[src/dvrt_pkg.sv]
// ----------------------------------------------------------------------------
// Distance-vector route table package
// Shared types and codes for the route table.
// ----------------------------------------------------------------------------
package dvrt_pkg;

    localparam int unsigned MAX_RESULTS = 32;
    localparam logic [31:0] FULL_MASK   = 32'hFFFF_FFFF;
    localparam logic [4:0]  UNREACHABLE = 5'd16;
    localparam logic [15:0] AGE_MAX     = 16'hFFFF;

    typedef enum logic [2:0] {
        KIND_RECV   = 3'd0,
        KIND_TICK   = 3'd1,
        KIND_ADV    = 3'd2,
        KIND_LOOKUP = 3'd3,
        KIND_ADD    = 3'd4,
        KIND_REMOVE = 3'd5
    } kind_t;

    typedef enum logic [2:0] {
        ST_DONE     = 3'd0,
        ST_INSERTED = 3'd1,
        ST_IMPROVED = 3'd2,
        ST_IGNORED  = 3'd3,
        ST_FULL     = 3'd4,
        ST_NOTFOUND = 3'd5
    } status_t;

    typedef enum logic [2:0] {
        REG_IFACE0  = 3'd0,
        REG_IFACE1  = 3'd1,
        REG_IFACE2  = 3'd2,
        REG_IFACE3  = 3'd3,
        REG_ICOUNT  = 3'd4,
        REG_TIMEOUT = 3'd5
    } reg_idx_t;

    typedef struct packed {
        logic [31:0] dest;
        logic [31:0] mask;
        logic [4:0]  cost;
        logic [31:0] hop;
        logic [15:0] age;
    } entry_t;

endpackage

[src/distance_vector_route_table_top.sv]
// ----------------------------------------------------------------------------
// Distance-vector route table
// Route table with learning, aging, poison-reverse advertising and lookup.
// ----------------------------------------------------------------------------
// An item is transferred on a rising edge with start high and busy low.
// Each result appears for one cycle with done high; last marks the final
// result of an item. The receiver cannot stall, so results are never held.
// Registers are written through cfg_valid/cfg_ready with cfg_index and
// cfg_data; cfg_ready is always high. The user must make writes only while
// idle; the block itself does not enforce it. Route fields live in one
// synchronous memory with a registered read. Each table operation but an
// advertise sweeps the memory once, with the result registered in S_FIN
// after the sweep. An ignored received entry or an unused kind is answered
// from the idle state without a sweep. An advertise runs one sweep per
// listed route to find the next higher address and yields one route per
// sweep. Reset clears all valid bits and registers; the memory contents
// need no clearing.
// ----------------------------------------------------------------------------
module distance_vector_route_table_top #(
    parameter int TABLE_DEPTH = 32,
    parameter int NUM_IFACES  = 4
) (
    input  logic                  clk,
    input  logic                  rst_n,
    input  logic                  start,
    output logic                  busy,
    input  logic [2:0]            kind,
    input  logic [31:0]           dest_addr,
    input  logic [31:0]           dest_mask,
    input  logic [4:0]            route_cost,
    input  logic [31:0]           peer_addr,
    input  logic                  cfg_valid,
    output logic                  cfg_ready,
    input  logic [2:0]            cfg_index,
    input  logic [31:0]           cfg_data,
    output logic                  done,
    output logic [31:0]           out_addr,
    output logic [31:0]           out_mask,
    output logic [4:0]            out_cost,
    output logic                  entry_valid,
    output logic [31:0]           route_hop,
    output logic [2:0]            status,
    output logic                  last
);
    import dvrt_pkg::*;

    localparam int IW = (TABLE_DEPTH > 1) ? $clog2(TABLE_DEPTH) : 1;
    localparam int CW = $clog2(TABLE_DEPTH + 1) + 1;
    localparam int KW = $clog2(MAX_RESULTS + 1);
    localparam logic [CW-1:0] DEPTH_C = CW'(TABLE_DEPTH);
    localparam logic [IW-1:0] LAST_IDX = IW'(TABLE_DEPTH - 1);
    localparam logic [KW-1:0] MAX_C = KW'(MAX_RESULTS);
    localparam logic [2:0] NIF_C = 3'(NUM_IFACES);

    typedef enum logic [3:0] {
        S_IDLE = 4'b0001,
        S_SCAN = 4'b0010,
        S_FIN  = 4'b0100,
        S_TAIL = 4'b1000
    } state_t;

    state_t state_reg;
    logic [31:0] iface_reg [4];
    logic [2:0]  icount_reg;
    logic [15:0] timeout_reg;
    logic [TABLE_DEPTH-1:0] valid_reg;

    entry_t mem [TABLE_DEPTH];
    entry_t rd_reg;
    logic   we;
    logic [IW-1:0] wa;
    entry_t wd;

    logic [2:0]  kind_reg;
    logic [31:0] dest_reg, mask_reg, peer_reg;
    logic [4:0]  cost_reg;
    logic [CW-1:0] cnt_reg;
    logic pv_reg;
    logic [IW-1:0] pidx_reg;
    logic found_reg;
    logic [IW-1:0] fidx_reg;
    logic [4:0]  fcost_reg;
    logic [31:0] fhop_reg;
    logic bf_reg;
    entry_t best_reg;
    logic pend_reg;
    entry_t pend_reg_e;
    logic have_prev_reg;
    logic [31:0] prev_reg;
    logic [KW-1:0] kcnt_reg;

    logic [2:0] n_if;
    logic in_local, rd_local;
    logic free_any;
    logic [IW-1:0] free_idx;
    logic rv;
    logic [15:0] age_inc;
    logic [4:0] cost_p1;
    logic [4:0] pend_cost;

    assign n_if = (icount_reg > NIF_C) ? NIF_C : icount_reg;
    assign cfg_ready = 1'b1;
    assign busy = (state_reg != S_IDLE);

    always_comb
    begin
        in_local = 1'b0;
        rd_local = 1'b0;
        for (int i = 0; i < 4; i++)
        begin
            if (3'(i) < n_if && iface_reg[i] == dest_addr)
                in_local = 1'b1;
            if (3'(i) < n_if && iface_reg[i] == rd_reg.dest)
                rd_local = 1'b1;
        end
    end

    always_comb
    begin
        free_any = 1'b0;
        free_idx = '0;
        for (int i = TABLE_DEPTH - 1; i >= 0; i--)
        begin
            if (!valid_reg[i])
            begin
                free_any = 1'b1;
                free_idx = IW'(i);
            end
        end
    end

    assign rv = pv_reg && valid_reg[pidx_reg];
    assign age_inc = (rd_reg.age == AGE_MAX) ? rd_reg.age : rd_reg.age + 16'd1;
    assign cost_p1 = cost_reg + 5'd1;
    assign pend_cost = (pend_reg_e.dest != peer_reg && pend_reg_e.hop == peer_reg)
                       ? UNREACHABLE : pend_reg_e.cost;

    always_comb
    begin
        we = 1'b0;
        wa = pidx_reg;
        wd = rd_reg;
        if (state_reg == S_SCAN && kind_reg == KIND_TICK && rv)
        begin
            we = 1'b1;
            wd.age = age_inc;
        end
        else if (state_reg == S_FIN)
        begin
            wa = found_reg ? fidx_reg : free_idx;
            if (kind_reg == KIND_RECV)
            begin
                wd = '{dest: dest_reg, mask: mask_reg, cost: cost_p1, hop: peer_reg, age: '0};
                we = found_reg ? (fcost_reg > cost_p1) : free_any;
            end
            else if (kind_reg == KIND_ADD)
            begin
                wd = '{dest: dest_reg, mask: FULL_MASK, cost: '0, hop: dest_reg, age: '0};
                we = found_reg || free_any;
            end
        end
    end

    always_ff @(posedge clk)
    begin
        if (we)
            mem[wa] <= wd;
        rd_reg <= mem[cnt_reg[IW-1:0]];
    end

    always_ff @(posedge clk or negedge rst_n)
    begin
        if (!rst_n)
        begin
            state_reg <= S_IDLE;
            for (int i = 0; i < 4; i++)
                iface_reg[i] <= '0;
            icount_reg <= '0;
            timeout_reg <= 16'd12;
            valid_reg <= '0;
            done <= 1'b0;
            out_addr <= '0;
            out_mask <= '0;
            out_cost <= '0;
            entry_valid <= 1'b0;
            route_hop <= '0;
            status <= '0;
            last <= 1'b0;
            kind_reg <= '0;
            dest_reg <= '0;
            mask_reg <= '0;
            peer_reg <= '0;
            cost_reg <= '0;
            cnt_reg <= '0;
            pv_reg <= 1'b0;
            pidx_reg <= '0;
            found_reg <= 1'b0;
            fidx_reg <= '0;
            fcost_reg <= '0;
            fhop_reg <= '0;
            bf_reg <= 1'b0;
            best_reg <= '0;
            pend_reg <= 1'b0;
            pend_reg_e <= '0;
            have_prev_reg <= 1'b0;
            prev_reg <= '0;
            kcnt_reg <= '0;
        end
        else
        begin
            done <= 1'b0;
            if (cfg_valid)
            begin
                unique case (cfg_index)
                    REG_IFACE0: iface_reg[0] <= cfg_data;
                    REG_IFACE1: iface_reg[1] <= cfg_data;
                    REG_IFACE2: iface_reg[2] <= cfg_data;
                    REG_IFACE3: iface_reg[3] <= cfg_data;
                    REG_ICOUNT: icount_reg <= cfg_data[2:0];
                    REG_TIMEOUT: timeout_reg <= cfg_data[15:0];
                    default: ;
                endcase
            end
            if (we && state_reg == S_FIN)
                valid_reg[wa] <= 1'b1;
            unique case (state_reg)
                S_IDLE:
                begin
                    if (start)
                    begin
                        kind_reg <= kind;
                        dest_reg <= dest_addr;
                        mask_reg <= dest_mask;
                        cost_reg <= route_cost;
                        peer_reg <= peer_addr;
                        cnt_reg <= '0;
                        pv_reg <= 1'b0;
                        found_reg <= 1'b0;
                        bf_reg <= 1'b0;
                        pend_reg <= 1'b0;
                        have_prev_reg <= 1'b0;
                        kcnt_reg <= '0;
                        if (kind > KIND_REMOVE ||
                            (kind == KIND_RECV && (in_local || route_cost >= UNREACHABLE)))
                        begin
                            done <= 1'b1;
                            out_addr <= '0;
                            out_mask <= '0;
                            out_cost <= '0;
                            entry_valid <= 1'b0;
                            route_hop <= '0;
                            status <= ST_IGNORED;
                            last <= 1'b1;
                        end
                        else
                            state_reg <= S_SCAN;
                    end
                end
                S_SCAN:
                begin
                    if (cnt_reg < DEPTH_C)
                    begin
                        pv_reg <= 1'b1;
                        pidx_reg <= cnt_reg[IW-1:0];
                        cnt_reg <= cnt_reg + 1'b1;
                    end
                    else
                        pv_reg <= 1'b0;
                    if (rv)
                    begin
                        case (kind_reg)
                            KIND_TICK:
                                if (!rd_local && age_inc > timeout_reg)
                                    valid_reg[pidx_reg] <= 1'b0;
                            KIND_REMOVE:
                                if (rd_reg.hop == dest_reg || rd_reg.dest == dest_reg)
                                    valid_reg[pidx_reg] <= 1'b0;
                            KIND_ADV:
                                if ((!have_prev_reg || rd_reg.dest > prev_reg) &&
                                    (!bf_reg || rd_reg.dest < best_reg.dest))
                                begin
                                    bf_reg <= 1'b1;
                                    best_reg <= rd_reg;
                                end
                            default:
                                if (!found_reg && rd_reg.dest == dest_reg)
                                begin
                                    found_reg <= 1'b1;
                                    fidx_reg <= pidx_reg;
                                    fcost_reg <= rd_reg.cost;
                                    fhop_reg <= rd_reg.hop;
                                end
                        endcase
                    end
                    if (pv_reg && pidx_reg == LAST_IDX)
                        state_reg <= S_FIN;
                end
                S_FIN:
                begin
                    out_addr <= '0;
                    out_mask <= '0;
                    out_cost <= '0;
                    entry_valid <= 1'b0;
                    route_hop <= '0;
                    status <= ST_DONE;
                    last <= 1'b1;
                    done <= 1'b1;
                    state_reg <= S_IDLE;
                    case (kind_reg)
                        KIND_RECV:
                            status <= found_reg ? ((fcost_reg > cost_p1) ? ST_IMPROVED
                                                                          : ST_IGNORED)
                                                : (free_any ? ST_INSERTED : ST_FULL);
                        KIND_ADD:
                            status <= found_reg ? ST_IMPROVED
                                                : (free_any ? ST_INSERTED : ST_FULL);
                        KIND_LOOKUP:
                        begin
                            route_hop <= found_reg ? fhop_reg : '0;
                            status <= found_reg ? ST_DONE : ST_NOTFOUND;
                        end
                        KIND_ADV:
                        begin
                            if (pend_reg)
                            begin
                                out_addr <= pend_reg_e.dest;
                                out_mask <= pend_reg_e.mask;
                                out_cost <= pend_cost;
                                entry_valid <= 1'b1;
                            end
                            done <= pend_reg || !bf_reg;
                            if (bf_reg)
                            begin
                                last <= 1'b0;
                                pend_reg <= 1'b1;
                                pend_reg_e <= best_reg;
                                have_prev_reg <= 1'b1;
                                prev_reg <= best_reg.dest;
                                kcnt_reg <= kcnt_reg + 1'b1;
                                cnt_reg <= '0;
                                pv_reg <= 1'b0;
                                bf_reg <= 1'b0;
                                state_reg <= (kcnt_reg + 1'b1 == MAX_C) ? S_TAIL : S_SCAN;
                            end
                        end
                        default: ;
                    endcase
                end
                S_TAIL:
                begin
                    done <= 1'b1;
                    out_addr <= pend_reg_e.dest;
                    out_mask <= pend_reg_e.mask;
                    out_cost <= pend_cost;
                    entry_valid <= 1'b1;
                    route_hop <= '0;
                    status <= ST_DONE;
                    last <= 1'b1;
                    state_reg <= S_IDLE;
                end
                default: state_reg <= S_IDLE;
            endcase
        end
    end

`ifndef SYNTHESIS
    a_fall_done: assert property (@(posedge clk) disable iff (!rst_n)
        $fell(busy) |-> done)
        else $error("busy dropped without a result");
    a_tick_busy: assert property (@(posedge clk) disable iff (!rst_n)
        start && !busy && kind == KIND_TICK |=> busy)
        else $error("tick did not start a sweep");
    a_adv_cost: assert property (@(posedge clk) disable iff (!rst_n)
        done && entry_valid |-> out_cost <= UNREACHABLE && status == ST_DONE)
        else $error("advertised route has a bad cost or status");
`endif

endmodule

[config.mk]
export PLATFORM = sky130hd
export DESIGN_NAME = distance_vector_route_table_top
export DESIGN_NICKNAME = d
export VERILOG_FILES = /design/src/dvrt_pkg.sv /design/src/distance_vector_route_table_top.sv
export SDC_FILE = /design/constraint.sdc
export NUM_CORES = 2
export LEC_CHECK = 0
export BUFFER_PORTS_ARGS = -buffer_cell sky130_fd_sc_hd__buf_2
export CAP_MARGIN = 0
export CORE_AREA = 2 2 707 639
export DETAILED_ROUTE_END_ITERATION = 8
export DIE_AREA = 0 0 709 641
export PLACE_DENSITY = 0.52
export SLEW_MARGIN = 20
export SYNTH_ARGS = -nofsm -noshare
export SYNTH_HDL_FRONTEND = slang
export SYNTH_SLANG_ARGS = --single-unit
[constraint.sdc]
create_clock -name clk -period 20.9 [get_ports clk]
set_clock_uncertainty 0.05 [all_clocks]
set_input_delay 1.045 -clock clk [delete_from_list [all_inputs] [get_ports clk]]
set_output_delay 1.045 -clock clk [all_outputs]
set_load 0.02 [all_outputs]
# [After elaboration in Yosys (flattened, before gate mapping)]
# Memories as Yosys holds them, arrays and structs flattened. A register that Yosys moved wholly into a read port is not among the register bits.
# Index checks and enable logic that the tools add are counted.
[classes] addsub=4 order_cmp=16 eq_ne=42 mux=174 n_bitwise=4 reduce_logical=57
[ops] op="2-to-1 mux 32 bit" count=13
[ops] op="equality test 32 bit" count=11
[ops] op="2-to-1 mux 117 bit" count=3
[ops] op="case mux 32 bit (3 select lines)" count=3
[ops] op="2-to-1 mux 5 bit" count=40
[ops] op="2-to-1 mux 101 bit" count=1
[ops] op="2-to-1 mux 1 bit" count=75
[ops] op="case mux 32 bit (2 select lines)" count=1
[ops] op="bitwise AND 32 bit" count=1
[ops] op="greater-than comparator 32 bit" count=1
[ops] op="< comparator 32 bit" count=1
[ops] op="2-to-1 mux 16 bit" count=2
[ops] op="!= test 32 bit" count=1
[ops] op="NOT 32 bit" count=1
[ops] op="bitwise OR 32 bit" count=1
[ops] op="2-to-1 mux 7 bit" count=4
[ops] op="2-to-1 mux 4 bit" count=6
[ops] op="2-to-1 mux 3 bit" count=7
[ops] op="case mux 7 bit (3 select lines)" count=1
[ops] op="logical AND 1 bit" count=20
[ops] op="2-to-1 mux 6 bit" count=3
[ops] op="case mux 3 bit (3 select lines)" count=2
[ops] op="adder 16 x 1 -> 16 bit (second input constant)" count=1
[ops] op="equality test 16 bit (second input constant)" count=1
[ops] op="43 further kinds" count=97
[word_totals] reg_bits=660 ramBits=3744 inputBits=143 out_inout_bits=109 wordCells=337 memories=1
[memory_table] name="mem" words=32 width=117 rd=1 rd_ports_with_merged_regs=1 wr=1 line="distance_vector_route_table_top.sv:68" text="entry_t mem [TABLE_DEPTH];"

# [Logic depth before layout (Yosys ltp)]
[depth] word_depth=46 depth_mapped=19 mapped_depth_nobuf=16

# [Worst setup path before layout]
# Ideal clock, no wire load.
[synth_path] path_kind="reg2reg" startpoint="register cost_reg[0]" endpoint="memory mem[0][0] (netlist name) (enable)" setup_ps=595 t_arrival_ps=7200 t_required_ps=20255 path_slack_ps=13055 stages_incl_launch_ff=12 n_path_buf=0 period_less_slack_ps=7845 path_cell_list="dfrtp_1 ha_1 nand3_1 xor2_1 ha_1 and3_1 a31oi_1 o21ai_0 o22a_1 a21oi_1 nand3_1 nor2_1"
[synth_via] elab_chain_cells=8
[synth_rtl] element="from (decl)" line="distance_vector_route_table_top.sv:76" text="logic [4:0] cost_reg;"
[synth_rtl] element="from (signal assigned)" line="distance_vector_route_table_top.sv:234" text="cost_reg <= route_cost;"
[synth_rtl] element="adder 5 x 1 -> 5 bit" line="distance_vector_route_table_top.sv:134" text="assign cost_p1 = cost_reg + 5'd1;"
[synth_rtl] element="greater-than comparator 5 bit" line="distance_vector_route_table_top.sv:154" text="we = found_reg ? (fcost_reg > cost_p1) : free_any;"
[synth_rtl] element="2-to-1 mux 1 bit" line="distance_vector_route_table_top.sv:154"
[synth_rtl] element="2-to-1 mux 1 bit" line="distance_vector_route_table_top.sv:151" text="if (kind_reg == KIND_RECV)"
[synth_rtl] element="2-to-1 mux 1 bit" line="distance_vector_route_table_top.sv:148" text="else if (state_reg == S_FIN)"
[synth_rtl] element="2-to-1 mux 1 bit" line="distance_vector_route_table_top.sv:143" text="if (state_reg == S_SCAN && kind_reg == KIND_TICK && rv)"
[synth_rtl] element="2-to-1 mux 1 bit" line="distance_vector_route_table_top.sv:166" text="if (we)"
[synth_rtl] element="2-to-1 mux 1 bit (implied by the code)" line="distance_vector_route_table_top.sv:167" text="mem[wa] <= wd;"
[synth_rtl] element="to (decl)" line="distance_vector_route_table_top.sv:68"
# No other way between the ends.

# [Final worst setup path]
[layout_path] startpoint="register cost_reg[0]" endpoint="memory mem[31][28] (netlist name) (enable)"
# The elaborated chain is that of the path after synthesis.

==> flow_metrics.py <==
metrics = {
    "yosys": {
        "synth-edff-count": 3744,
        "avgSynthCellArea_um2": 20.4,
        "ys_seq_area_frac": 0.736,
        "ys.flop_type": "edfxtp_1",
        "syn-num-nets": 8965,
        "ys_seq_elements": 4521,
        "syn_inst": 8734,
        "synth_warnings": 0,
        "synth_cell_types": 85,
        "ys_async_sr_fraction": 0.146,
        "syn_area_um2": 178000,
    },
    "power_and_ir_drop": {
        "p_sw_mw": 6.43,
        "p_comb_frac": 0.168,
        "power_density_nw_per_um2": 114,
        "p_int_mw": 16.7,
        "p_seq_frac": 0.475,
        "p_clk_frac": 0.357,
        "power_switching_share": 0.278,
        "p_leak_nw": 70.3,
        "peakVddDrop_mv": 0.0863,
    },
    "cts": {
        "cts_hold_buffers": 0,
        "cts_resized": 0,
        "cts_tree": "built",
        "cts.sinks": 4521,
        "numCtsBuffers": 456,
        "post_cts_buffers": 0,
        "ctsHtreeMaxLevel": 5,
        "clockBufferDepth": 4,
        "cts-root-buf": "clkbuf_16",
        "clock_latency_ps": 1050,
        "clk_pin_slew_worst_paths_ps": 60,
    },
    "detailed_routing": {
        "drc": 0,
        "vias_per_cell": 5.81,
        "via_count": 91026,
        "detail-route-antenna-nets": 0,
        "wirelength_um": 542000,
        "wl_per_cell_um": 34.6,
        "drt_first_iter_violations": 11135,
        "first_pass_iters": 7,
    },
    "worst_setup_path": {
        "r2r_setup_slack_ps": 14460,
        "cp-end-kind": "flip-flop",
        "crit_buf_inv": 3,
        "r2r_cells": 14,
        "cpMaxStageDelayCell": "nor2_4",
        "cp_slowest_stage_delay_ps": 980,
        "path_delay_family": "simple AND/OR/NAND/NOR gates",
        "crit_fanout": 43,
        "worstPathRequired_ps": 21460,
        "worst_r2r_endpoint": "mem[31][28]",
        "r2r-start": "cost_reg[0]",
        "timing.critical_path.cells": "ha_1 -> nand3_1 -> xor2_1 -> ha_1 -> and3_1 -> a31oi_1 -> o21ai_1 -> buf_4 -> o22a_1 -> a21boi_1 -> nand2_1 -> nor2_4 -> buf_4 -> buf_4",
        "cpMostUsedCell": "buf_4",
        "arrival_ps": 7000,
        "crit_type": "reg -> reg",
        "startpoint_type": "flip-flop",
    },
    "global_route": {
        "grt_overflow": 0,
        "grt_pass1_wl_um": 751000,
        "use_met3": 0.0327,
        "antenna_found_initial": 43,
        "use_met2": 0.371,
        "use_met1": 0.350,
        "grt_most_used_layer": "met2",
        "track_usage": 0.236,
        "grt_pass1_vias": 91748,
        "grt_max_degree": 169,
    },
    "final_layout": {
        "mostFrequentLayoutCell": "edfxtp_1",
        "area_growth_pct": 14.2,
        "layout.cells.most_common_list": "edfxtp_1, mux4_2, dfrtp_1",
        "final_nets": 9471,
        "drive_gt1_frac": 0.306,
        "fillers": 37610,
        "largest_reg_flops": 3744,
    },
    "sta": {
        "maxSlewViolCount": 0,
        "worst_pin_slew_ps": 1210,
        "fin_tns_setup_ps": 0,
        "setup_violations": 0,
        "slew_headroom": 0.185,
        "min_period_ps": 6440,
        "rsz0062_at_grt": "no",
        "setup_ws_ps": 14460,
        "fin_crit_sh": 0.308,
        "fmax_mhz": 155,
        "finalHoldViolCount": 0,
        "hold_ws_ps": 37.0,
    },
    "die": {
        "die_h_um": 641,
        "fp-row-count": 233,
        "core_um2": 446000,
        "io_pins": 252,
        "dieWidth_um": 709,
        "initial_core_util": 0.399,
        "die-area_um2": 454000,
    },
    "hold_path": {
        "worstHoldPathType": "in -> async",
    },
    "run_status": {
        "status": "finished, final reports clean",
    },
    "placed_design": {
        "dp_hpwl_um": 320000,
        "post-place-ws_ps": 14120,
        "numPortBuffers": 250,
        "gp_congestion": 0.884,
    },
    "flow_run": {
        "drv_cap": 0,
    },
}
-- power groups by stage --
stage / clock network, mW / registers, mW / logic [mW]
after global placement: 0 / 11.2 / 3.81
after CTS: 8.40 / 11.0 / 3.89
after global routing: 8.74 / 11.0 / 4.13
after detailed placement: 0 / 11.2 / 3.87
after floorplan: 0 / 10.9 / 2.48
final: 8.25 / 11.0 / 3.88
-- logic make-up after synthesis --
kind of cell | synth area share
other | 0.0000210
AND/OR/NAND/NOR | 0.0237
buffers and inverters | 0.0133
adder cells (fa/ha/maj) | 0.00618
AO/OA/AOI/OAI | 0.0179
flip-flops | 0.736
multiplexers | 0.183
XOR/XNOR | 0.0194
-- worst register-to-register path: cells and delay by family, from the launching register on --
| family | cells | cell delay (ps) |
|---|---|---|
| buffers and inverters | 3 | 1700 |
| flip-flops | 1 | 440 |
| AND/OR/NAND/NOR | 4 | 1790 |
| adder cells (fa/ha/maj) | 2 | 570 |
| XOR/XNOR | 1 | 320 |
| AO/OA/AOI/OAI | 4 | 1140 |
-- final cells by class --
type / count / area, um2 / share of cell area
Multi-Input combinational cell: 3614 / 45400 / 0.223
Timing Repair Buffer: 534 / 3710 / 0.0182
Tap cell: 5992 / 7500 / 0.0368
Clock inverter: 255 / 2570 / 0.0126
Inverter: 113 / 424 / 0.00208
Clock buffer: 607 / 12600 / 0.0617
Sequential cell: 4521 / 131000 / 0.645
Antenna cell: 23 / 57.6 / 0.000283
-- synth_stat cells, drive strengths merged (31+ instances only) --
master	n	area (um2)
a22o	101	885
buf	128	608
nor2	112	423
xnor2	164	1440
mux2	514	5790
edfxtp	3744	112000
o21ai	148	741
nor4	65	422
nor3	31	181
nand3	42	210
xor2	231	2020
clkbuf	358	1340
nand4	69	432
nand2	522	1960
mux2i	47	470
dfrtp	657	16400
mux4	1171	26400
ha	88	1100
inv	113	424
a21oi	80	400
dfxtp	117	2340
-- worst max path at each step --
| stage | depth (start not counted) | from | to | slack, ps |
|---|---|---|---|---|
| global route | 14 | cost_reg[0] | mem[31][28] | 14200 |
| finish | 14 | cost_reg[0] | mem[31][28] | 14460 |
| floorplan | 11 | cost_reg[0] | mem[0][0] | 13050 |
| CTS | 16 | cost_reg[0] | mem[0][28] | 14100 |
| global placement | 16 | cost_reg[0] | mem[0][28] | 14020 |
| detailed placement | 16 | cost_reg[0] | mem[0][28] | 14120 |
-- metal layers --
| metal | share of wire | up-vias |
|---|---|---|
| li1 | - | 36452 |
| met4 | 0.026 | 4 |
| met3 | 0.065 | 675 |
| met1 | 0.44 | 50359 |
| met5 | 0.000044 | - |
| met2 | 0.47 | 3536 |
-- through the flow --
step           power (mW)  area, um2  cells   util
3_3_place_gp         15.0     188000  14763  0.421
5_1_grt              23.9     204000  15645  0.456
3_5_place_dp         15.1     188000  14767  0.421
4_1_cts              23.3     203000  15629  0.455
2_1_floorplan        13.3     178000   8734      -
6_report             23.1     204000  15659  0.456
Power figures use the tool's default switching activity.
